File: src/rtl/core/mf3_pkg.sv
// shared constants, types and helpers of the 3x3 median filter
package mf3_pkg;

   localparam int MAX_WIDTH     = 1024;
   localparam int MAX_HEIGHT    = 1024;
   localparam int PIXEL_BITS    = 8;
   localparam int COL_BITS      = 10;
   localparam int ROW_BITS      = 10;
   localparam int DIM_BITS      = 11;
   localparam int ADDR_BITS     = $clog2(MAX_WIDTH);
   localparam int LINE_BITS     = 2 * PIXEL_BITS;
   localparam int WIN_SIZE      = 9;
   localparam int RANK_BITS     = $clog2(WIN_SIZE + 1);
   localparam int MAX_RESULTS   = 4;
   localparam int SEL_BITS      = $clog2(MAX_RESULTS);
   localparam int OUTQ_DEPTH    = 8;
   localparam int OUTQ_PTR_BITS = $clog2(OUTQ_DEPTH);
   localparam int OUTQ_CNT_BITS = $clog2(OUTQ_DEPTH + 1);
   localparam int CSR_DATA_BITS = 32;
   localparam int PADDR_BITS    = 3;
   localparam int REG_IDX_BITS  = 1;

   // register indexes
   localparam logic [REG_IDX_BITS-1:0] REG_WIDTH  = 1'b0;
   localparam logic [REG_IDX_BITS-1:0] REG_HEIGHT = 1'b1;

   // results one pixel can release, in raster order
   localparam logic [SEL_BITS-1:0] RES_UP_LEFT = 2'd0;
   localparam logic [SEL_BITS-1:0] RES_UP      = 2'd1;
   localparam logic [SEL_BITS-1:0] RES_LEFT    = 2'd2;
   localparam logic [SEL_BITS-1:0] RES_HERE    = 2'd3;

   typedef logic [PIXEL_BITS-1:0] pixel_type;

   typedef struct packed {
      logic [DIM_BITS-1:0] width;
      logic [DIM_BITS-1:0] height;
   } dims_type;

   typedef struct packed {
      logic [ROW_BITS-1:0] row;
      logic [COL_BITS-1:0] col;
      logic                last;
      logic                eof;
   } tag_type;

   typedef struct packed {
      pixel_type [WIN_SIZE-1:0] vals;
      logic [WIN_SIZE-1:0]      mask;
      tag_type                  tag;
   } job_type;

   typedef struct packed {
      pixel_type median;
      tag_type   tag;
   } result_type;

   function automatic logic [DIM_BITS-1:0] clamp_dim(input logic [DIM_BITS-1:0] v,
                                                     input logic [DIM_BITS-1:0] maxv);
      logic [DIM_BITS-1:0] r;
      if (v == '0) begin
         r = DIM_BITS'(1);
      end else if (v > maxv) begin
         r = maxv;
      end else begin
         r = v;
      end
      return r;
   endfunction

   function automatic logic [RANK_BITS-1:0] count_ones(input logic [WIN_SIZE-1:0] bits);
      logic [RANK_BITS-1:0] n;
      n = '0;
      for (int k = 0; k < WIN_SIZE; k++) begin
         n = n + RANK_BITS'(bits[k]);
      end
      return n;
   endfunction

endpackage

File: src/rtl/core/mf3_csr.sv
// apb register file holding image width and height
module mf3_csr (
   input  logic                               clock,
   input  logic                               reset,
   input  logic                               psel,
   input  logic                               penable,
   input  logic                               pwrite,
   input  logic [mf3_pkg::PADDR_BITS-1:0]     paddr,
   input  logic [mf3_pkg::CSR_DATA_BITS-1:0]  pwdata,
   output logic [mf3_pkg::CSR_DATA_BITS-1:0]  prdata,
   output logic                               pready,
   output mf3_pkg::dims_type                  dims
);

   logic [mf3_pkg::DIM_BITS-1:0]     width_ff, width_in;
   logic [mf3_pkg::DIM_BITS-1:0]     height_ff, height_in;
   logic [mf3_pkg::REG_IDX_BITS-1:0] reg_idx;
   logic                             wr_en;

   assign reg_idx = paddr[mf3_pkg::PADDR_BITS-1:2];
   assign wr_en   = psel && penable && pwrite;
   assign pready  = 1'b1;

   always_comb begin
      width_in  = width_ff;
      height_in = height_ff;
      if (wr_en) begin
         case (reg_idx)
            mf3_pkg::REG_WIDTH:  width_in  = pwdata[mf3_pkg::DIM_BITS-1:0];
            mf3_pkg::REG_HEIGHT: height_in = pwdata[mf3_pkg::DIM_BITS-1:0];
            default: ;
         endcase
      end
   end

   always_comb begin
      case (reg_idx)
         mf3_pkg::REG_WIDTH:  prdata = mf3_pkg::CSR_DATA_BITS'(width_ff);
         mf3_pkg::REG_HEIGHT: prdata = mf3_pkg::CSR_DATA_BITS'(height_ff);
         default:             prdata = '0;
      endcase
   end

   always_ff @(posedge clock) begin
      if (reset) begin
         width_ff  <= mf3_pkg::DIM_BITS'(mf3_pkg::MAX_WIDTH);
         height_ff <= mf3_pkg::DIM_BITS'(mf3_pkg::MAX_HEIGHT);
      end else begin
         width_ff  <= width_in;
         height_ff <= height_in;
      end
   end

   assign dims.width  = width_ff;
   assign dims.height = height_ff;

endmodule

File: config.mk
export PLATFORM = sky130hd
export DESIGN_NAME = mf3_csr
export DESIGN_NICKNAME = d
export VERILOG_FILES = /design/src/rtl/core/mf3_pkg.sv /design/src/rtl/core/mf3_csr.sv
export SDC_FILE = /design/constraint.sdc
export NUM_CORES = 1
export LEC_CHECK = 0
export BUFFER_PORTS_ARGS = -buffer_cell sky130_fd_sc_hd__clkbuf_2
export CORE_UTILIZATION = 41
export CTS_BUF_LIST = sky130_fd_sc_hd__clkbuf_8
export DETAILED_ROUTE_END_ITERATION = 10
export MAX_ROUTING_LAYER = met4
export PLACE_DENSITY = 0.91
export SETUP_SLACK_MARGIN = 0.1
export SYNTH_ARGS = -nofsm -noshare
export SYNTH_HDL_FRONTEND = slang
export SYNTH_SLANG_ARGS = --single-unit
File: constraint.sdc
create_clock -name clock -period 0.8 [get_ports clock]
set_input_delay 0.08 -clock clock [delete_from_list [all_inputs] [get_ports clock]]
set_output_delay 0.08 -clock clock [all_outputs]
set_load 0.02 [all_outputs]
# Word level (Yosys, flattened, before mapping)
# Cells that the tools add are included.
op_classes:
  n_reduce_logical: 4
  bitwise_logic: 1
  mux: 1
ops:
  columns: ["op", "count"]
  rows:
  - ["case mux 32 bit (2 select lines)", 1]
  - ["AND reduction 2 bit", 2]
  - ["logical AND 1 bit", 2]
  - ["NOT 1 bit", 1]
word_totals:
  ff_bits: 22

# Logic depth before layout (Yosys ltp)
# Gate-level depths: netlist of run 1.
depth:
  word_depth: 3
  depth_mapped: 3

# Least setup slack after synthesis of run 1
# No wires, ideal clock.
synth_path:
  kind: "reg2out"
  from: "reg height_ff[0] in the netlist's numbering"
  to: "out prdata[0] in the netlist's numbering"
  stages_incl_launch_ff: 2
  path_slack_ps: 21
  arrival_ps: 699
  required_ps: 720
  path_cell_list: "dfxtp_1 > mux2_2"
synth_between:
  elab_chain_cells: 1
synth_rtl:
  columns: ["element", "line", "text"]
  rows:
  - ["start, declared", "mf3_csr.sv:16", "logic [mf3_pkg::DIM_BITS-1:0] height_ff, height_in;"]
  - ["start signal, assigned", "mf3_csr.sv:47", "height_ff <= mf3_pkg::DIM_BITS'(mf3_pkg::MAX_HEIGHT);"]
  - ["start signal, assigned", "mf3_csr.sv:50", "height_ff <= height_in;"]
  - ["case mux 32 bit (2 select lines)", "mf3_csr.sv:37", "case (reg_idx)"]
  - ["end, declared", "mf3_csr.sv:10", "output logic [mf3_pkg::CSR_DATA_BITS-1:0] prdata,"]
# No other way between the ends. The select of a mux whose other input is x is not followed.

# Worst setup path after layout of run 1
layout_path:
  from: "reg width_ff[4] in the netlist's numbering"
  to: "out prdata[4] in the netlist's numbering"
layout_between:
  elab_chain_cells: 1
layout_rtl:
  columns: ["element", "line", "text"]
  rows:
  - ["start, declared", "mf3_csr.sv:15", "logic [mf3_pkg::DIM_BITS-1:0] width_ff, width_in;"]
  - ["start signal, assigned", "mf3_csr.sv:46", "width_ff <= mf3_pkg::DIM_BITS'(mf3_pkg::MAX_WIDTH);"]
  - ["start signal, assigned", "mf3_csr.sv:49", "width_ff <= width_in;"]
  - ["case mux 32 bit (2 select lines)", "mf3_csr.sv:37", null]
# No other way between the ends. The select of a mux whose other input is x is not followed.

==> flow_summary.json, run 1 <==
{
  "yosys.area.top_type_share_pct": 35.52,
  "cts_root_buf": "clkbuf_8",
  "routedWlPerCell_um": 13.97,
  "die_w_um": 57.00,
  "powerDensity_mw_per_mm2": 1214,
  "fmax_mhz": 921.4,
  "setup_viol": 33,
  "path_clk_slew_ps": 90,
  "max_stage_delay_ps": 330,
  "synthTopCellsByArea": "dfxtp_1 (36%), mux2i_1 (18%), nand2b_1 (15%)",
  "violations": "DRC, setup timing",
  "io_buffers": 49,
  "drtIter0Drc": 32,
  "cts_max_path_buffers": 2,
  "skew_ps": 0,
  "ctsHoldBuffers": 0,
  "drc": 10,
  "path_buf_inv": 1,
  "via_per_inst": 4.534,
  "globalRouteOverflowTotal": 0,
  "cts_tree": "built",
  "synth_top_cell_by_area": "dfxtp_1",
  "vdd.ir_drop.worst_uv": 1191,
  "vias": 1070,
  "path_cells": "mux2_4 > buf_6",
  "mappedNetlistArea_mm2": 0.001240,
  "layout_common_cells": "buf_6 (32), nand2b_1 (25), buf_8 (25)",
  "dieArea_mm2": 0.003248,
  "min_period_ps": 1085,
  "fill_cells": 194,
  "drive_above_1_share_pct": 64.39,
  "final_max_slew_viol_count": 0,
  "firstDrtPassIters": 7,
  "clk_latency_ps": 260,
  "cts.sinks": 22,
  "synth-seq-cells": 22,
  "max-cap-violations": 0,
  "placed_cells": 220,
  "htree_num_levels": 1,
  "grt_pass1_vias": 1089,
  "finalPower_w": 0.002756,
  "utilization_pct": 80.91,
  "grt_max_degree": 34,
  "fin_crit_sh_pct": 135.7,
  "worst-path-max-fanout": 2,
  "cp_top_family": "flip-flops",
  "status": "complete, but fails checks",
  "cp_data_arrival_time_ps": 1010,
  "grt_pass1_wl_mm": 4.836,
  "final_common_cell": "buf_6",
  "holdWs_ps": 80.20,
  "diodes": 0,
  "ys.warnings.count": 0,
  "start_util_pct": 44.20,
  "worstPathRequired_ps": 720,
  "instances_no_fill": 236,
  "leakagePower_nw": 1.135,
  "areaGrowthSynthToFinish_pct": 83.05,
  "ant_nets": 0,
  "end_kind": "output port",
  "synth_cell_types": 13,
  "grt.total_usage_pct": 19.72,
  "place_ws_ps": -149.4,
  "syn_inst": 122,
  "maxSlewHeadroom_pct": 63.36,
  "ios": 95,
  "post-dp-hpwl_mm": 1.954,
  "gp_congestion": 0.7061,
  "setup_ws_ps": -285.3,
  "cp_slowest_cell": "dfxtp_2",
  "worstMarginPinSlew_ps": 549.5,
  "syn_avg_cell_area_um2": 10.16,
  "grt_antenna_before_repair": 0,
  "fin_nets": 246,
  "rsz0062_at_grt": "true",
  "cts_made_buffers": 3,
  "hp-class": "input pin to flop",
  "start_kind": "flop",
  "coreArea_mm2": 0.002805,
  "hold_viol": 0,
  "wirelength_mm": 3.298,
  "ys_seq_area_share_pct": 35.52,
  "crit_type": "flop to output port",
  "dieHeight_um": 57.00,
  "row_count": 19
}
-- cell families after synthesis --
| kind of cell | Yosys count | share of synthesized area, % |
|---|---|---|
| muxes | 33 | 27.75 |
| and+or+nand+nor | 37 | 19.78 |
| other | 2 | 0.6057 |
| DFF | 22 | 35.52 |
| buffers and inverters | 28 | 16.35 |
-- state kept, by name, summed over array words and instances, names as in the netlist --
name / flops
height_ff: 11
width_ff: 11
-- power by group --
group          leakage (nW)  total (W)  internal (W)  switching [W]
Combinational         0.912   0.000582      0.000286       0.000295
Sequential            0.187    0.00114       0.00112      0.0000173
Clock                0.0357    0.00103      0.000668       0.000366
Total                  1.13    0.00276       0.00208       0.000679
-- cell usage after synthesis --
library cell,number
dfxtp_1,22
buf_6,1
buf_4,24
conb_1,2
nor2_1,3
mux2_2,11
clkbuf_1,3
and4b_1,1
nand4_2,1
nand4b_2,1
and4_1,1
nand2b_1,30
mux2i_1,22
-- cell type report --
type / instances / area, µm² / share of cell area (%)
flip-flops and latches: 22 / 467.9 / 20.62
multi-input cells: 92 / 758.2 / 33.41
repair buffers: 87 / 933.4 / 41.12
clock inverters: 1 / 30.03 / 1.323
clock buffers: 3 / 41.29 / 1.819
well taps: 31 / 38.79 / 1.709
-- tightest hold or removal path, cell delays in order --
cell and delay [ps]:
clkbuf_2 80, nand2b_1 90, mux2i_1 70
-- through the flow --
stage / TNS [ps] / area (µm²)
after floorplan: 0 / 1384
after global placement: -2740 / 1673
after detailed placement: -3145 / 1673
after CTS: -6003 / 2064
after global routing: -6499 / 2270
final: -5507 / 2270
-- per-layer routing --
| layer | share of wire [%] | vias to the layer above | GRT usage, % |
|---|---|---|---|
| li1 | - | 523 | - |
| met1 | 38 | 500 | 20.71 |
| met2 | 56 | 45 | 37.98 |
| met3 | 5.5 | 2 | 2.948 |
| met4 | 0.36 | 0 | 5.226 |
| met5 | 0 | - | - |
-- what timing repair did --
| item | 4_1_cts | 5_1_grt |
|---|---|---|
| cloned | 0 | 0 |
| resized for setup | 58 | 77 |
| pin swaps | 0 | 1 |
| endpoints found under the setup margin | 33 | 50 |
| buffers inserted | 8 | 18 |
-- path summary, 6_finish.rpt --
kind                        end           from  cells after the start  slack, ps
setup reg to reg  height_ff[10]  height_ff[10]                      4          0
hold reg to reg    height_ff[2]   height_ff[2]                      2        510
setup / recovery      prdata[4]    width_ff[4]                      2       -290
hold / removal      width_ff[4]      pwdata[4]                      3         80
(Power assumes the default switching activity.)
==> run 2: changes to the inputs <==
--- a/config.mk
+++ b/config.mk
@@ -10,7 +10,7 @@
 export CTS_BUF_LIST = sky130_fd_sc_hd__clkbuf_8
 export DETAILED_ROUTE_END_ITERATION = 10
 export MAX_ROUTING_LAYER = met4
-export PLACE_DENSITY = 0.91
+export PLACE_DENSITY_LB_ADDON = 0.2
 export SETUP_SLACK_MARGIN = 0.1
 export SYNTH_ARGS = -nofsm -noshare
 export SYNTH_HDL_FRONTEND = slang
==> run 2 against run 1 <==
The run still ends with DRC, setup timing left; sequential share of layout area increased by 0.72 points; via count is 2.1% lower; sequential power about the same; hold slack got worse by 2.9 ps; final area shrank 3.4%; critical path depth unchanged; power decreased by 9.2%; fmax shrank 0.82%; critical path type unchanged; largest cell class unchanged.
==> flow_summary.json, run 2 (synthesis gave the netlist of run 1 again) <==
{
  "fin_crit_sh_pct": 136.8,
  "setup_ws_ps": -294.2,
  "p_sw_share_pct": 26.70,
  "p_int_w": 0.001835,
  "cts_root_buf": "clkbuf_8",
  "status": "complete, but fails checks",
  "firstDrtPassIters": 7,
  "wirelength_mm": 3.107,
  "final_max_slew_viol_count": 0,
  "via_per_inst": 4.576,
  "routedWlPerCell_um": 13.57,
  "tns_ps": -5208,
  "comb_power_share_pct": 22.4,
  "max-cap-violations": 0,
  "drtIter0Drc": 30,
  "htree_num_levels": 1,
  "violations": "DRC, setup timing",
  "clk_latency_ps": 260,
  "hp-start": "pwdata[8]",
  "powerDensity_mw_per_mm2": 1142,
  "ant_nets": 0,
  "min_period_ps": 1094,
  "globalRouteOverflowTotal": 0,
  "grt.total_usage_pct": 20.00,
  "drc": 10,
  "placed_cells": 213,
  "largest_registers": "height_ff (11), width_ff (11)",
  "reg2reg_from": "width_ff[9]",
  "cts_tree": "built",
  "grt_antenna_before_repair": 0,
  "cts_made_buffers": 3,
  "vias": 1048,
  "coreArea_mm2": 0.002805,
  "clkPwrFrac_pct": 32.0,
  "diodes": 0,
  "ios": 95,
  "instances_no_fill": 229,
  "leakagePower_nw": 1.082,
  "final_common_cell": "buf_6",
  "setup_viol": 35,
  "start_util_pct": 44.20,
  "regArea_um2": 467.9,
  "gp_congestion": 0.6869,
  "finalPower_w": 0.002504,
  "vdd.ir_drop.worst_uv": 673.8,
  "end_kind": "output port",
  "crit_type": "flop to output port",
  "p_sw_w": 0.0006685,
  "fin_nets": 239,
  "areaGrowthSynthToFinish_pct": 76.89,
  "rsz0062_at_grt": "true",
  "grt_pass1_wl_mm": 5.009,
  "cts.sinks": 22,
  "crit_start": "width_ff[9]",
  "io_buffers": 49,
  "worstPathRequired_ps": 720,
  "row_count": 19,
  "fmax_mhz": 913.9,
  "utilization_pct": 78.19,
  "p_seq_share_pct": 45.6,
  "path_clk_slew_ps": 80,
  "grt_max_degree": 34,
  "place_ws_ps": -150.0,
  "fill_cells": 190,
  "post-dp-hpwl_mm": 1.962,
  "die_w_um": 57.00,
  "skew_ps": 0,
  "dieHeight_um": 57.00,
  "hp-class": "input pin to flop",
  "multiInputGateArea_um2": 753.2,
  "grt_pass1_vias": 1074,
  "cp_data_arrival_time_ps": 1010,
  "cts_max_path_buffers": 2,
  "drive_above_1_share_pct": 63.13,
  "hold_viol": 0,
  "worst-path-max-fanout": 2,
  "layout_common_cells": "buf_6 (27), nand2b_1 (26), buf_8 (26)",
  "dieArea_mm2": 0.003248,
  "ctsHoldBuffers": 0,
  "start_kind": "flop"
}
run 2: changes by cell type in the layout (fill, tap and decap cells not counted):
cell,previous run,this run
buf_6,32,27
buf_4,13,9
clkbuf_8,3,5
buf_8,25,26
bufinv_16,1,0
clkbuf_2,16,15
clkbuf_4,0,1
nand2b_1,25,26
nand2b_4,5,4
nor2_1,2,1
nor2_2,0,1
run 2: area by class of cell:
type | instances | share of cell area [%]
Clock buffer | 4 | 2.510
Multi-Input combinational cell | 92 | 34.34
Sequential cell | 22 | 21.33
Tap cell | 31 | 1.768
Timing Repair Buffer | 80 | 40.05
run 2: final timing paths:
kind | endpoint | depth (start not counted) | slack, ps
worst max-delay path | prdata[9] | 2 | -290
worst min-delay path | height_ff[8] | 3 | 80
worst max register to register | width_ff[9] | 4 | 0
worst min register to register | height_ff[1] | 2 | 500
run 2: metrics by stage:
| stage | instance area (µm²) | hold WS, ps |
|---|---|---|
| 6_report | 2193 | 77.29 |
| 4_1_cts | 2012 | 71.59 |
| 2_1_floorplan | 1384 | 248.4 |
| 3_3_place_gp | 1620 | 341.0 |
| 5_1_grt | 2193 | 78.54 |
| 3_5_place_dp | 1620 | 350.1 |
run 2: worst max-delay path, cell delays in order, from the launching register on:
cell	delay [ps]
dfxtp_2	340
mux2_4	280
buf_8	130
run 2: power groups by stage:
| stage | clock network (W) | logic [W] | registers (W) |
|---|---|---|---|
| after CTS | 0.000823 | 0.000497 | 0.00114 |
| after floorplan | 0 | 0.000334 | 0.00119 |
| after global routing | 0.000892 | 0.000594 | 0.00115 |
| final | 0.000801 | 0.000560 | 0.00114 |
| after global placement | 0 | 0.000419 | 0.00116 |
| after detailed placement | 0 | 0.000427 | 0.00116 |
run 2: layer usage:
metal | vias to the layer above | GRT usage (%) | part of all wire, %
met3 | 3 | 3.175 | 5.1
met5 | - | - | 0
met2 | 45 | 35.13 | 54
li1 | 508 | - | -
met1 | 492 | 24.19 | 40
met4 | 0 | 4.181 | 0.51
run 2: what timing repair did:
action	4_1_cts	5_1_grt
pin swaps	0	1
endpoints found under the setup margin	36	47
buffers inserted	6	17
resized for setup	61	70
==> run 3: changes to the inputs <==
==> constraint.sdc (replaced) <==
create_clock -name clock -period 0.8 [get_ports clock]
set_input_delay 0.04 -clock clock [delete_from_list [all_inputs] [get_ports clock]]
set_output_delay 0.04 -clock clock [all_outputs]
set_load 0.02 [all_outputs]
==> run 3 against run 2 <==
Clock-buffer cell count down 1; register-to-register slack about the same; largest power group unchanged; critical path depth unchanged; critical endpoint is now prdata[4]; via count up 2.3%; wire length up 6.7%; the flow still finishes with violations (DRC, setup timing); fmax up 4.6%.
==> flow_summary.json, run 3 (synthesis gave the netlist of run 1 again) <==
{
  "io_buffers": 49,
  "htree_num_levels": 1,
  "holdWs_ps": 30.00,
  "grt.total_usage_pct": 21.00,
  "end_kind": "output port",
  "fill_cells": 170,
  "row_count": 19,
  "globalRouteOverflowTotal": 0,
  "instances_no_fill": 235,
  "areaGrowthSynthToFinish_pct": 86.58,
  "setup_ws_ps": -245.7,
  "ctsHoldBuffers": 0,
  "die_w_um": 57.00,
  "start_kind": "flop",
  "rsz0062_at_grt": "true",
  "grt_use_met1_pct": 25.35,
  "vias": 1072,
  "clk_latency_ps": 260,
  "ios": 95,
  "ant_nets": 0,
  "layout_common_cells": "buf_8 (32), nand2b_1 (25), mux2i_1 (22), conb_1 (22), dfxtp_2 (22)",
  "max-cap-violations": 0,
  "powerDensity_mw_per_mm2": 1211,
  "dieArea_mm2": 0.003248,
  "drc": 10,
  "worst-path-max-fanout": 2,
  "via_per_inst": 4.562,
  "firstDrtPassIters": 7,
  "coreArea_mm2": 0.002805,
  "fmax_mhz": 956.3,
  "final_common_cell": "buf_8",
  "largest_registers": "height_ff (11), width_ff (11)",
  "routedWlPerCell_um": 14.11,
  "status": "complete, but fails checks",
  "start_util_pct": 44.20,
  "fin_crit_sh_pct": 130.7,
  "min_period_ps": 1046,
  "finalPower_w": 0.002803,
  "cts.sinks": 22,
  "drtIter0Drc": 44,
  "drive_above_1_share_pct": 64.71,
  "grt_max_degree": 34,
  "utilization_pct": 82.47,
  "hold_viol": 0,
  "setup_viol": 32,
  "fin_nets": 245,
  "cts_tree": "built",
  "post-dp-hpwl_mm": 1.901,
  "dieHeight_um": 57.00,
  "vdd.ir_drop.worst_uv": 753.6,
  "cp_data_arrival_time_ps": 1010,
  "hold_depth": 3,
  "path_clk_slew_ps": 80,
  "final_max_slew_viol_count": 0,
  "grt-busiest-layer": "met2",
  "hp-class": "input pin to flop",
  "diodes": 0,
  "met2_usage_pct": 36.30,
  "skew_ps": 0,
  "grt_antenna_before_repair": 0,
  "gp_congestion": 0.6556,
  "placed_cells": 202,
  "cts_made_buffers": 3,
  "wirelength_mm": 3.315,
  "cts_max_path_buffers": 2,
  "cts_root_buf": "clkbuf_8",
  "leakagePower_nw": 1.144,
  "violations": "DRC, setup timing",
  "finalInstanceArea_mm2": 0.002313,
  "grt_pass1_vias": 1055,
  "r2r_cells": 4,
  "worstPathRequired_ps": 760,
  "placed_area_mm2": 0.001575,
  "grt_util_met3_pct": 3.628,
  "grt_pass1_wl_mm": 5.147,
  "crit_type": "flop to output port"
}
[run 3: area by class of cell]
| cell class | count | area (µm²) | share of cell area [%] |
|---|---|---|---|
| Timing Repair Buffer | 86 | 974.7 | 42.13 |
| Multi-Input combinational cell | 92 | 760.7 | 32.88 |
| Sequential cell | 22 | 467.9 | 20.23 |
| Clock buffer | 3 | 41.29 | 1.785 |
| Tap cell | 31 | 38.79 | 1.677 |
| Clock inverter | 1 | 30.03 | 1.298 |
[run 3: path summary, 6_finish.rpt]
| check | from | endpoint | slack (ps) |
|---|---|---|---|
| setup / recovery | width_ff[4] | prdata[4] | -250 |
| hold / removal | pwdata[5] | width_ff[5] | 30 |
| hold reg to reg | height_ff[4] | height_ff[4] | 490 |
| setup reg to reg | width_ff[4] | width_ff[4] | 0 |
[run 3: where the power goes]
group | total, W | switching, W | internal (W)
combinational | 0.000607 | 0.000303 | 0.000305
sequential | 0.00114 | 0.0000170 | 0.00112
clock | 0.00106 | 0.000387 | 0.000669
total | 0.00280 | 0.000707 | 0.00210
[run 3: stage by stage]
step,worst slack [ps],TNS [ps]
2_1_floorplan,112.6,0
3_3_place_gp,-59.99,-1139
3_5_place_dp,-98.31,-1899
4_1_cts,-254.3,-4561
5_1_grt,-276.1,-5444
6_report,-245.7,-4438
[run 3: worst max-delay path, cell delays in order, from the launching register on]
cell	delay (ps)
dfxtp_2	330
mux2_4	280
buf_8	130
[run 3: per-layer routing]
metal  up-vias  part of all wire (%)
met5         -                     0
met4         0                  0.54
met3         2                   5.6
met1       497                    40
met2        49                    54
li1        524                     -
[run 3: what timing repair did]
action	in CTS	in global routing
endpoints found under the hold margin	0	0
setup buffers	20	15
resized for setup	64	54
setup endpoints to repair	33	47
