File: src/rtl/core/mf3_pkg.sv
// shared constants, types and helpers of the 3x3 median filter
package mf3_pkg;

   localparam int MAX_WIDTH     = 1024;
   localparam int MAX_HEIGHT    = 1024;
   localparam int PIXEL_BITS    = 8;
   localparam int COL_BITS      = 10;
   localparam int ROW_BITS      = 10;
   localparam int DIM_BITS      = 11;
   localparam int ADDR_BITS     = $clog2(MAX_WIDTH);
   localparam int LINE_BITS     = 2 * PIXEL_BITS;
   localparam int WIN_SIZE      = 9;
   localparam int RANK_BITS     = $clog2(WIN_SIZE + 1);
   localparam int MAX_RESULTS   = 4;
   localparam int SEL_BITS      = $clog2(MAX_RESULTS);
   localparam int OUTQ_DEPTH    = 8;
   localparam int OUTQ_PTR_BITS = $clog2(OUTQ_DEPTH);
   localparam int OUTQ_CNT_BITS = $clog2(OUTQ_DEPTH + 1);
   localparam int CSR_DATA_BITS = 32;
   localparam int PADDR_BITS    = 3;
   localparam int REG_IDX_BITS  = 1;

   // register indexes
   localparam logic [REG_IDX_BITS-1:0] REG_WIDTH  = 1'b0;
   localparam logic [REG_IDX_BITS-1:0] REG_HEIGHT = 1'b1;

   // results one pixel can release, in raster order
   localparam logic [SEL_BITS-1:0] RES_UP_LEFT = 2'd0;
   localparam logic [SEL_BITS-1:0] RES_UP      = 2'd1;
   localparam logic [SEL_BITS-1:0] RES_LEFT    = 2'd2;
   localparam logic [SEL_BITS-1:0] RES_HERE    = 2'd3;

   typedef logic [PIXEL_BITS-1:0] pixel_type;

   typedef struct packed {
      logic [DIM_BITS-1:0] width;
      logic [DIM_BITS-1:0] height;
   } dims_type;

   typedef struct packed {
      logic [ROW_BITS-1:0] row;
      logic [COL_BITS-1:0] col;
      logic                last;
      logic                eof;
   } tag_type;

   typedef struct packed {
      pixel_type [WIN_SIZE-1:0] vals;
      logic [WIN_SIZE-1:0]      mask;
      tag_type                  tag;
   } job_type;

   typedef struct packed {
      pixel_type median;
      tag_type   tag;
   } result_type;

   function automatic logic [DIM_BITS-1:0] clamp_dim(input logic [DIM_BITS-1:0] v,
                                                     input logic [DIM_BITS-1:0] maxv);
      logic [DIM_BITS-1:0] r;
      if (v == '0) begin
         r = DIM_BITS'(1);
      end else if (v > maxv) begin
         r = maxv;
      end else begin
         r = v;
      end
      return r;
   endfunction

   function automatic logic [RANK_BITS-1:0] count_ones(input logic [WIN_SIZE-1:0] bits);
      logic [RANK_BITS-1:0] n;
      n = '0;
      for (int k = 0; k < WIN_SIZE; k++) begin
         n = n + RANK_BITS'(bits[k]);
      end
      return n;
   endfunction

endpackage

File: src/rtl/core/mf3_median.sv
// three-stage rank-select median of the masked window
module mf3_median (
   input  logic                   clock,
   input  logic                   reset,
   input  logic                   in_valid,
   input  mf3_pkg::job_type       in_job,
   output logic                   out_valid,
   output mf3_pkg::result_type    out_result
);

   logic                              p0_valid_ff, p1_valid_ff, p2_valid_ff;
   mf3_pkg::job_type                  p0_job_ff;
   mf3_pkg::pixel_type [mf3_pkg::WIN_SIZE-1:0] p1_vals_ff, p2_vals_ff;
   logic [mf3_pkg::WIN_SIZE-1:0]      p1_mask_ff, p2_mask_ff;
   mf3_pkg::tag_type                  p1_tag_ff, p2_tag_ff;
   logic [mf3_pkg::WIN_SIZE-1:0]      lower_in [mf3_pkg::WIN_SIZE];
   logic [mf3_pkg::WIN_SIZE-1:0]      lower_ff [mf3_pkg::WIN_SIZE];
   logic [mf3_pkg::RANK_BITS-1:0]     rank_in [mf3_pkg::WIN_SIZE];
   logic [mf3_pkg::RANK_BITS-1:0]     rank_ff [mf3_pkg::WIN_SIZE];
   logic [mf3_pkg::RANK_BITS-1:0]     target_in, target_ff;
   mf3_pkg::pixel_type                median;

   // pairwise order, ties broken by position
   always_comb begin
      for (int i = 0; i < mf3_pkg::WIN_SIZE; i++) begin
         for (int j = 0; j < mf3_pkg::WIN_SIZE; j++) begin
            lower_in[i][j] = p0_job_ff.mask[j] &&
                             ((p0_job_ff.vals[j] < p0_job_ff.vals[i]) ||
                              ((p0_job_ff.vals[j] == p0_job_ff.vals[i]) && (j < i)));
         end
      end
   end

   always_comb begin
      for (int i = 0; i < mf3_pkg::WIN_SIZE; i++) begin
         rank_in[i] = mf3_pkg::count_ones(lower_ff[i]);
      end
      target_in = mf3_pkg::count_ones(p1_mask_ff) >> 1;
   end

   always_comb begin
      median = '0;
      for (int i = 0; i < mf3_pkg::WIN_SIZE; i++) begin
         if (p2_mask_ff[i] && (rank_ff[i] == target_ff)) begin
            median = median | p2_vals_ff[i];
         end
      end
   end

   always_ff @(posedge clock) begin
      if (reset) begin
         p0_valid_ff <= 1'b0;
         p1_valid_ff <= 1'b0;
         p2_valid_ff <= 1'b0;
      end else begin
         p0_valid_ff <= in_valid;
         p1_valid_ff <= p0_valid_ff;
         p2_valid_ff <= p1_valid_ff;
      end
   end

   always_ff @(posedge clock) begin
      p0_job_ff  <= in_job;
      p1_vals_ff <= p0_job_ff.vals;
      p1_mask_ff <= p0_job_ff.mask;
      p1_tag_ff  <= p0_job_ff.tag;
      for (int i = 0; i < mf3_pkg::WIN_SIZE; i++) begin
         lower_ff[i] <= lower_in[i];
         rank_ff[i]  <= rank_in[i];
      end
      p2_vals_ff <= p1_vals_ff;
      p2_mask_ff <= p1_mask_ff;
      p2_tag_ff  <= p1_tag_ff;
      target_ff  <= target_in;
   end

   assign out_valid         = p2_valid_ff;
   assign out_result.median = median;
   assign out_result.tag    = p2_tag_ff;

endmodule

File: config.mk
export PLATFORM = sky130hd
export DESIGN_NAME = mf3_median
export DESIGN_NICKNAME = d
export VERILOG_FILES = /design/src/rtl/core/mf3_pkg.sv /design/src/rtl/core/mf3_median.sv
export SDC_FILE = /design/constraint.sdc
export NUM_CORES = 1
export LEC_CHECK = 0
export ABC_CLOCK_PERIOD_IN_PS = 4900
export BUFFER_PORTS_ARGS = -buffer_cell sky130_fd_sc_hd__buf_2
export CORE_MARGIN = 3
export CORE_UTILIZATION = 55
export DETAILED_ROUTE_END_ITERATION = 12
export GPL_TIMING_DRIVEN = 0
export PLACE_DENSITY_LB_ADDON = 0.15
export SLEW_MARGIN = 20
export SYNTH_ARGS = -nofsm -noshare
export SYNTH_HDL_FRONTEND = slang
export SYNTH_SLANG_ARGS = --single-unit
File: constraint.sdc
create_clock -name clock -period 4.9 [get_ports clock]
set_input_delay 0.98 -clock clock [delete_from_list [all_inputs] [get_ports clock]]
set_output_delay 0.98 -clock clock [all_outputs]
set_load 0.02 [all_outputs]
* Yosys cells after proc, flatten, opt, wreduce, memory -nomap -nowiden *
Memories as Yosys holds them, arrays and structs flattened.
Cells that the tools add are included.

word-level totals
  register bits after elaboration = 315
  bits in writable memories = 117
  bits of input ports = 106
  output and inout bits = 31
  logic and storage cells = 397
  memories = 2

memory list
  name      words  width  rd ports  clocked after Yosys merged registers in  wr ports  line              RTL
  lower_ff  9      9      9         0                                        9         mf3_median.sv:17  logic [mf3_pkg::WIN_SIZE-1:0] lower_ff [mf3_pkg::WIN_SIZE];
  rank_ff   9      4      9         0                                        9         mf3_median.sv:19  logic [mf3_pkg::RANK_BITS-1:0] rank_ff [mf3_pkg::WIN_SIZE];

operators by class
  add/sub/neg operators = 80
  $lt $le $gt $ge = 81
  equal/unequal tests = 45
  muxes and demuxes = 9
  bitwise operators = 8
  reductions and logical operators = 126

operators with widths
  kind                 count
  $lt A8 B8 Y1         81
  $eq A8 B8 Y1         36
  $add A4 B1 Y4        50
  $logic_and A1 B1 Y1  90
  $mux W8              9
  $or A8 B8 Y8         8
  $add A3 B1 Y4        10
  $eq A4 B3 Y1         9
  $logic_or A1 B1 Y1   36
  $add A2 B1 Y3        10
  $add A1 B1 Y2        10

* Logic depth before layout (Yosys ltp) *
Gate-level depths: netlist (run 1).
An unclocked memory read counts as a cell.

  depth after elaboration = 20
  mapped depth = 10
  gate-level depth less buffers = 10

* Worst setup path before layout (run 1) *
No wires, ideal clock.

  path type = register to register
  start point = mem lower_ff[1][0] (netlist name)
  end point = mem rank_ff[0][10] (netlist name)
  library setup time = 118 ps
  data arrival time = 2479 ps
  data required time = 4782 ps
  path slack = 2303 ps
  cell stages (with the launch flop) = 10
  path buffers = 0
  period minus slack after synthesis = 2597 ps
  cells stage by stage = dfxtp_1 -> fa_1 -> inv_1 -> fa_1 -> fa_1 -> inv_1 -> ha_1 -> inv_1 -> fa_1 -> xnor2_1

RTL lines
  what         line
  from (decl)  mf3_median.sv:17
  to (decl)    mf3_median.sv:19

==> impl_metrics.tcl, run 1 <==
set metrics [dict create \
    die_w_um 185 \
    cts_num_sinks 423 \
    synth-xor-area-share_pct 1.83 \
    setup_tns_ns 0 \
    slowest_stage "nor4_4" \
    rows 65 \
    synth_top_family_by_area "adder cells" \
    yosysMostFrequentCell "dfxtp_1" \
    yosys.area_share.adder_pct 27.4 \
    instances_no_fill 2134 \
    start_util_pct 55.9 \
    arrival_ns 2.92 \
    dp.cells 2059 \
    cts_tree "built" \
    first_iter_violations 828 \
    clk_path_buf_depth 3 \
    pwr-share-clk_pct 36.0 \
    synth_top_area_share_pct 47.8 \
    syn_area_per_cell_sq_um 11.6 \
    grt_max_degree 16 \
    grt_use_total_pct 26.2 \
    start_kind "flop" \
    insertion_delay_ns 0.57 \
    wl_met2_mm 19.9 \
    maxCapViolCount 0 \
    grt-ovfl-total 0 \
    drtPass1Iterations 5 \
    slew_headroom_pct 21.1 \
    crit_chain "buf_6, xor2_1, nor4_4, a221oi_1, nand3_1, buf_2" \
    p_leak_nw 9.76 \
    synth_area_sq_um 17700 \
    p_sw_w 0.00278 \
    rsz0062_at_grt "false" \
    synth-simple-area-share_pct 9.21 \
    n_antenna_cell 0 \
    final_util_pct 64.4 \
    yosysTopAreaCell "dfxtp_1" \
    finalCritPeriodShare_pct 79.6 \
    cts_resized 0 \
    p_int_w 0.00657 \
    finalNetCount 2170 \
    clk_pin_slew_ns 0.06 \
    yosys.cell_types.count 28 \
    htree_levels 2 \
    setup_viol 0 \
    rr_startpoint "lower_ff[1][0]" \
    dp.final_hpwl_mm 33.1 \
    outcome "completed" \
    cp_top_family "simple AND/OR/NAND/NOR gates" \
    fin_crit_ns 3.90 \
    synth_ff_type "dfxtp_1" \
    route.detailed.drc 0 \
    met1_length_mm 19.0 \
    totalWireLength_mm 44.0 \
    fin_skew_ns 0.0319 \
    top_layer_used "met4" \
    synth_cells 1521 \
    critPathMaxFanout 9 \
    cp_num_buf_inv 2 \
    ir_drop_mv 0.324 \
    ant_nets 0 \
    seq_area_frac_synth_pct 47.8 \
    coreArea_sq_um 31600 \
    synth_commonest_cells "423 x dfxtp_1, 322 x ha_1, 176 x inv_1" \
    synthTopCellsByArea "dfxtp_1 48%, ha_1 23%, fa_1 4.6%" \
    post-cts-setup-buffer-count 0 \
    synthesis.nets 1990 \
    grt_pass1_vias 12444 \
    fmax_ghz 0.256 \
    pwr-share-seq_pct 42.2 \
    vias 11834 \
    slew_viol_final 0 \
    synthMuxAreaShare_pct 0 \
    dieArea_sq_um 34400 \
    areaGrowthSynthToFinish_pct 15.1 \
    via_per_inst 5.55 \
    routabilityCongestion 0.855 \
    cts_hold_buf 0 \
    yosysWarnings 0 \
    antenna_found_initial 1 \
    synthArstFlopShare_pct 0 \
    tightest_slew_ns 1.17 \
    power.density_nw_per_um2 459 \
    worstSetupEndpointType "primary output" \
    worstHoldStart "p1_vals_ff[17]" \
    hold_violations 0 \
    cts_root_buffer "clkbuf_16" \
    crit_start "target_ff[0]" \
    port_buffers 136 \
    cp.required_ns 3.92 \
    grt_pass1_wl_mm 67.7 \
    die_height_um 185 \
    path_class "reg -> out" \
    crit_path_max_incr_delay_ns 1.00 \
    ys_ff_latch 423 \
    route.met3.wl_mm 2.94 \
    numCtsBuffers 42 \
    hold_path.class "reg -> reg" \
    swShare_pct 29.8 \
    combinationalPowerShare_pct 21.8 \
    synth_edf_count 0 \
    io-pin-count 137 \
    drive_gt1_share_pct 12.7 \
    synth_compound_area_share_pct 9.78 \
    wl_per_cell_um 20.6 \
]
kinds of logic (layout without fill, tap and decap cells):
logic type,count (synthesis),after routing
XOR/XNOR,37,37
AO/OA/AOI/OAI,258,258
buffers and inverters,179,390
adder cells (fa/ha/maj),363,363
AND/OR/NAND/NOR,261,261
flip-flops,423,423
stage by stage:
| step | setup slack (ns) | hold WS (ns) | total power, W | cell area (sq um) |
|---|---|---|---|---|
| after floorplan | 2.30 | 0.310 | 0.00535 | 17700 |
| after global placement | 1.60 | 0.310 | 0.00598 | 18900 |
| after detailed placement | 1.63 | 0.312 | 0.00604 | 18900 |
| after CTS | 1.02 | 0.306 | 0.00942 | 20400 |
| after global routing | 0.900 | 0.304 | 0.00984 | 20400 |
| final | 1.00 | 0.298 | 0.00935 | 20400 |
layout by cell type (no fill, tap or decap), drive strengths merged, types with 9 or more instances in the layout:
cell	count
xor2	25
buf	139
nand2b	10
a21o	32
and2	36
a22o	12
nor2b	76
nand4	68
dfxtp	423
nand3	12
clkinv	9
clkbuf	55
nor2	45
o211ai	32
o32ai	32
inv	179
ha	322
a21oi	113
fa	41
xnor2	12
power by group through the flow:
stage	registers, W	clock network, W	logic, W
4_1_cts	0.00395	0.00343	0.00205
6_report	0.00394	0.00337	0.00204
3_3_place_gp	0.00401	0	0.00197
2_1_floorplan	0.00395	0	0.00140
5_1_grt	0.00397	0.00359	0.00228
3_5_place_dp	0.00402	0	0.00203
sequential cells by signal, summed over array words and instances (netlist names):
name and count:
lower_ff 72, out_result 22, out_valid 1, p0_job_ff 103
p0_valid_ff 1, p1_mask_ff 9, p1_tag_ff 22, p1_valid_ff 1
p1_vals_ff 72, p2_mask_ff 9, p2_vals_ff 72, rank_ff 36
target_ff 3
routing by layer:
metal	track usage (%)	vias up
met5	0	-
met4	11.9	0
met3	4.56	119
met2	43.1	408
met1	33.8	5587
li1	-	5720
cell type report:
| type | instances | area (sq um) |
|---|---|---|
| sequential | 423 | 8470 |
| tap | 402 | 503 |
| fill | 2484 | 11300 |
| buffer | 3 | 33.8 |
| clock inverter | 20 | 295 |
| clock buffer | 55 | 1200 |
| inverter | 176 | 661 |
| multi-input combinational | 919 | 8540 |
| timing repair buffer | 136 | 681 |
path summary, 6_finish.rpt:
path	endpoint	slack, ns	depth (start not counted)
min reg2reg	p2_vals_ff[17]	0.30	0
max reg2reg	rank_ff[0][10]	2.17	9
min	p2_vals_ff[17]	0.30	0
max	out_result[26]	1.0	6
No activity file was read; power rests on OpenSTA's default activity.
==> run 2: changes to the inputs <==
--- a/config.mk
+++ b/config.mk
@@ -5,7 +5,7 @@
 export SDC_FILE = /design/constraint.sdc
 export NUM_CORES = 1
 export LEC_CHECK = 0
-export ABC_CLOCK_PERIOD_IN_PS = 4900
+export ABC_CLOCK_PERIOD_IN_PS = 3660
 export BUFFER_PORTS_ARGS = -buffer_cell sky130_fd_sc_hd__buf_2
 export CORE_MARGIN = 3
 export CORE_UTILIZATION = 55
==> constraint.sdc (replaced) <==
create_clock -name clock -period 3.66 [get_ports clock]
set_input_delay 0.732 -clock clock [delete_from_list [all_inputs] [get_ports clock]]
set_output_delay 0.732 -clock clock [all_outputs]
set_load 0.02 [all_outputs]
==> run 2 against run 1 <==
Compared with the run above:
- sequential share of layout area decreased by 0.12 points
- global-route usage unchanged
- largest power group unchanged
- cell count rose by 0.28%
- non-clock buffer count up 6
- clock skew about the same
- routed wire length is 0.24% higher
- setup slack got worse by 0.97 ns
- count of clock-buffer cells in the layout is the same
- critical endpoint is now out_result[22]
- critical path depth is the same
==> impl_metrics.tcl, run 2 (same netlist as run 1, synthesis figures left out) <==
set metrics [dict create \
    outcome "completed" \
    dieArea_sq_um 34400 \
    grt-ovfl-total 0 \
    htree_levels 2 \
    instances_no_fill 2140 \
    finalCritPeriodShare_pct 99.1 \
    slew_viol_final 0 \
    tightest_slew_ns 1.02 \
    io-pin-count 137 \
    routabilityCongestion 0.855 \
    n_antenna_cell 0 \
    slew_headroom_pct 31.5 \
    fmax_ghz 0.276 \
    route.detailed.drc 0 \
    coreArea_sq_um 31600 \
    dp.final_hpwl_mm 33.1 \
    cts_tree "built" \
    p_leak_nw 9.79 \
    combinationalPowerShare_pct 22.1 \
    drtPass1Iterations 6 \
    n_fill_cell 2478 \
    clk_path_buf_depth 3 \
    ir_drop_mv 0.432 \
    areaGrowthSynthToFinish_pct 15.5 \
    hold_path.class "in -> reg" \
    maxCapViolCount 0 \
    first_iter_violations 780 \
    start_util_pct 55.9 \
    grt_max_degree 16 \
    cp.required_ns 2.93 \
    grt_use_total_pct 26.2 \
    seqCellArea_sq_um 8470 \
    die_w_um 185 \
    largest_register_ffs 103 \
    fin_skew_ns 0.0321 \
    p_sw_w 0.00374 \
    pwr-share-clk_pct 35.8 \
    rows 65 \
    hold_violations 0 \
    fin_crit_ns 3.63 \
    multi_input_area_sq_um 8540 \
    insertion_delay_ns 0.56 \
    grt_pass1_wl_mm 67.7 \
    final_util_pct 64.6 \
    vias 11874 \
    max_flop_register "p0_job_ff" \
    power.density_nw_per_um2 615 \
    grt_pass1_vias 12444 \
    layout_common_cells "423 x dfxtp_1, 322 x ha_1, 176 x inv_1" \
    drive_gt1_share_pct 13.0 \
    die_height_um 185 \
    setup_viol 0 \
    critPathMaxFanout 9 \
    dp.cells 2059 \
    port_buffers 136 \
    clk_pin_slew_ns 0.06 \
    totalWireLength_mm 44.1 \
    design_area_sq_um 20400 \
    arrival_ns 2.89 \
    rsz0062_at_grt "false" \
    pwr-share-seq_pct 42.0 \
    cts_num_sinks 423 \
    swShare_pct 29.7 \
    path_class "reg -> out" \
    wl_per_cell_um 20.6 \
    cts_root_buffer "clkbuf_16" \
    via_per_inst 5.55 \
    antenna_found_initial 1 \
    rr_worst_depth 9 \
    numCtsBuffers 42 \
    hold_slack_ns 0.265 \
    finalNetCount 2176 \
    dpl_cell_area_sq_um 18900 \
    start_kind "flop" \
    setup_tns_ns 0 \
    hold_depth 1 \
    cts_hold_buf 0 \
    final_common_cell "dfxtp_1" \
    p_int_w 0.00884 \
    ant_nets 0 \
    worstSetupEndpointType "primary output" \
]
==> run 2: cell count changes in the layout (fill, tap and decap cells not counted), sizes merged <==
cell / previous run / this run
buf: 139 / 145
==> run 2: layout make-up <==
class	count	area share [%]
clock inverter	20	1.45
sequential	423	41.4
inverter	176	3.23
tap	402	2.46
buffer	3	0.165
timing repair buffer	142	3.61
clock buffer	55	5.87
multi-input combinational	919	41.8
==> run 2: final timing paths <==
path | endpoint | slack, ns | from
worst max register to register | rank_ff[0][29] | 0.93 | lower_ff[3][9]
worst max-delay path | out_result[22] | 0.03 | target_ff[1]
worst min-delay path | p0_job_ff[30] | 0.27 | in_job[30]
worst min register to register | p2_vals_ff[17] | 0.30 | p1_vals_ff[17]
==> run 2: repair_timing <==
action                                  in CTS  in global routing
setup buffers                                0                  6
endpoints found under the setup margin       0                  5
gates resized for setup                      0                  0
==> run 2: through the flow <==
step                      total power [W]  setup WS [ns]
after floorplan                   0.00717           1.06
after global placement            0.00800          0.609
after detailed placement          0.00809          0.642
after CTS                          0.0126         0.0270
after global routing               0.0132        0.00503
final                              0.0126         0.0344
==> run 2: critical path, stage by stage (launching register included) <==
cell and delay, ns:
dfxtp_1 0.31, buf_6 0.16, xor2_1 0.19, nor4_4 0.89, a221oi_1 0.41, nand3_1 0.18, buf_2 0.18
==> run 2: power groups by stage <==
stage | Combinational [W] | Sequential, W | Clock, W
6_report | 0.00279 | 0.00528 | 0.00451
5_1_grt | 0.00311 | 0.00532 | 0.00480
4_1_cts | 0.00274 | 0.00528 | 0.00459
3_5_place_dp | 0.00271 | 0.00538 | 0
3_3_place_gp | 0.00264 | 0.00537 | 0
2_1_floorplan | 0.00188 | 0.00529 | 0
==> run 2: metal layers <==
layer / GRT usage [%] / wire [um] / up-vias
met2: 43.1 / 20000 / 412
met3: 4.56 / 2800 / 115
met5: 0 / 0 / -
met1: 33.8 / 19200 / 5620
met4: 11.9 / 2140 / 0
li1: - / - / 5727
==> run 3: changes to the inputs <==
--- a/config.mk
+++ b/config.mk
@@ -12,6 +12,7 @@
 export DETAILED_ROUTE_END_ITERATION = 12
 export GPL_TIMING_DRIVEN = 0
 export PLACE_DENSITY_LB_ADDON = 0.15
+export SETUP_SLACK_MARGIN = 0.4
 export SLEW_MARGIN = 20
 export SYNTH_ARGS = -nofsm -noshare
 export SYNTH_HDL_FRONTEND = slang
==> constraint.sdc (replaced) <==
create_clock -name clock -period 3.66 [get_ports clock]
set_input_delay 0.366 -clock clock [delete_from_list [all_inputs] [get_ports clock]]
set_output_delay 0.366 -clock clock [all_outputs]
set_load 0.02 [all_outputs]
==> run 3 against run 2 <==
Compared with the run above:
- worst hold slack lost 0.22 ns
- largest cell class unchanged
- register-to-register slack hardly changed
- flip-flop and latch count unchanged
- count of clock-buffer cells in the layout is the same
- setup slack improved by 0.49 ns
- non-clock buffer count up 108
- routed wire length is 3.1% higher
- critical path type unchanged
- combinational power increased by 5%
- cell area up 5.4%
- sequential share of layout area fell by 2.1 points
- sequential power hardly changed
==> impl_metrics.tcl, run 3 (same netlist as run 1, synthesis figures left out) <==
set metrics [dict create \
    outcome "completed" \
    cp.required_ns 3.29 \
    worstSetupEndpointType "primary output" \
    setup_tns_ns 0 \
    dp.final_hpwl_mm 33.1 \
    setup_viol 0 \
    maxCapViolCount 0 \
    crit_path_max_incr_delay_ns 0.85 \
    final_common_cell "dfxtp_1" \
    layout_common_cells "423 x dfxtp_1, 322 x ha_1, 176 x inv_1" \
    place_ws_ns 0.928 \
    cts_root_buffer "clkbuf_16" \
    max_flop_register "p0_job_ff" \
    slew_viol_final 0 \
    finalNetCount 2284 \
    cp_top_family "simple AND/OR/NAND/NOR gates" \
    fmax_ghz 0.319 \
    grt_use_total_pct 27.0 \
    crit_chain "buf_6, xor2_1, nor4_4, a22o_1, a221oi_1, nand3_1, buf_2" \
    fin_skew_ns 0.0335 \
    vias 12270 \
    critPathMaxFanout 9 \
    insertion_delay_ns 0.57 \
    areaGrowthSynthToFinish_pct 21.7 \
    power.density_nw_per_um2 591 \
    grt-ovfl-total 0 \
    via_per_inst 5.46 \
    port_buffers 136 \
    coreArea_sq_um 31600 \
    clk_pin_slew_ns 0.06 \
    slew_headroom_pct 36.5 \
    finalCritPeriodShare_pct 85.7 \
    ant_nets 0 \
    hold_violations 0 \
    antenna_found_initial 0 \
    n_antenna_cell 0 \
    clk_path_buf_depth 3 \
    route.detailed.drc 0 \
    die_w_um 185 \
    path_class "reg -> out" \
    rows 65 \
    start_kind "flop" \
    drtPass1Iterations 5 \
    slowest_stage "nor4_4" \
    die_height_um 185 \
    tightest_slew_ns 0.946 \
    routabilityCongestion 0.855 \
    fin_crit_ns 3.14 \
    p_leak_nw 10.3 \
    hold_path.class "in -> reg" \
    rsz0062_at_grt "false" \
    largest_register_ffs 103 \
    arrival_ns 2.77 \
    dieArea_sq_um 34400 \
    drive_gt1_share_pct 12.5 \
    numCtsBuffers 42 \
    htree_levels 2 \
    start_util_pct 55.9 \
    cts_tree "built" \
    first_iter_violations 820 \
    cts_num_sinks 423 \
    io-pin-count 137 \
    fin_ws_ns 0.522 \
    grt_pass1_vias 13019 \
    totalWireLength_mm 45.5 \
    cp_num_buf_inv 2 \
    grt_pass1_wl_mm 70.2 \
    ir_drop_mv 0.436 \
    grt_max_degree 16 \
    wl_per_cell_um 20.2 \
]
[run 3: final cells by class]
type                       instances  area (sq um)
sequential                       423          8470
buffer                             3          33.8
fill                            2380         10100
multi-input combinational        919          8540
clock inverter                    20           295
tap                              402           503
inverter                         176           661
timing repair buffer             250          1830
clock buffer                      55          1200
[run 3: per-layer routing]
layer	up-vias	wire length, um	GRT usage [%]	share of wire [%]
li1	5948	-	-	-
met1	5832	19700	34.4	43
met2	377	21100	45.5	46
met3	113	2630	4.54	5.8
met4	0	2050	11.6	4.5
met5	-	0	0	0
[run 3: final timing paths]
kind / cells after the start / endpoint / from / slack, ns
max: 7 / out_result[28] / target_ff[2] / 0.52
min: 2 / p0_valid_ff / in_valid / 0.04
max reg2reg: 9 / rank_ff[0][25] / lower_ff[3][0] / 0.93
min reg2reg: 0 / p2_vals_ff[17] / p1_vals_ff[17] / 0.30
[run 3: repair_timing]
item / CTS / global route
endpoints found under the hold margin: 106 / 0
resized for setup: 0 / 0
setup buffers: 4 / 6
endpoints found under the setup margin: 1 / 7
hold buffers: 104 / 0
pin swaps: 1 / 3
[run 3: report_power, final]
part / internal (W) / switching (W) / total (W)
logic: 0.00124 / 0.00170 / 0.00294
registers: 0.00502 / 0.000263 / 0.00528
clock network: 0.00270 / 0.00181 / 0.00451
total: 0.00896 / 0.00378 / 0.0127
[run 3: through the flow]
step	area [sq um]	instances	total power (W)	hold WS [ns]	utilization [%]
global placement	18900	2059	0.00800	0.310	59.7
global route	21500	2248	0.0134	0.0721	68.1
CTS	21400	2242	0.0127	0.0173	67.8
finish	21500	2248	0.0127	0.0416	68.1
floorplan	17700	1521	0.00717	0.310	-
detailed placement	18900	2059	0.00809	0.312	59.7
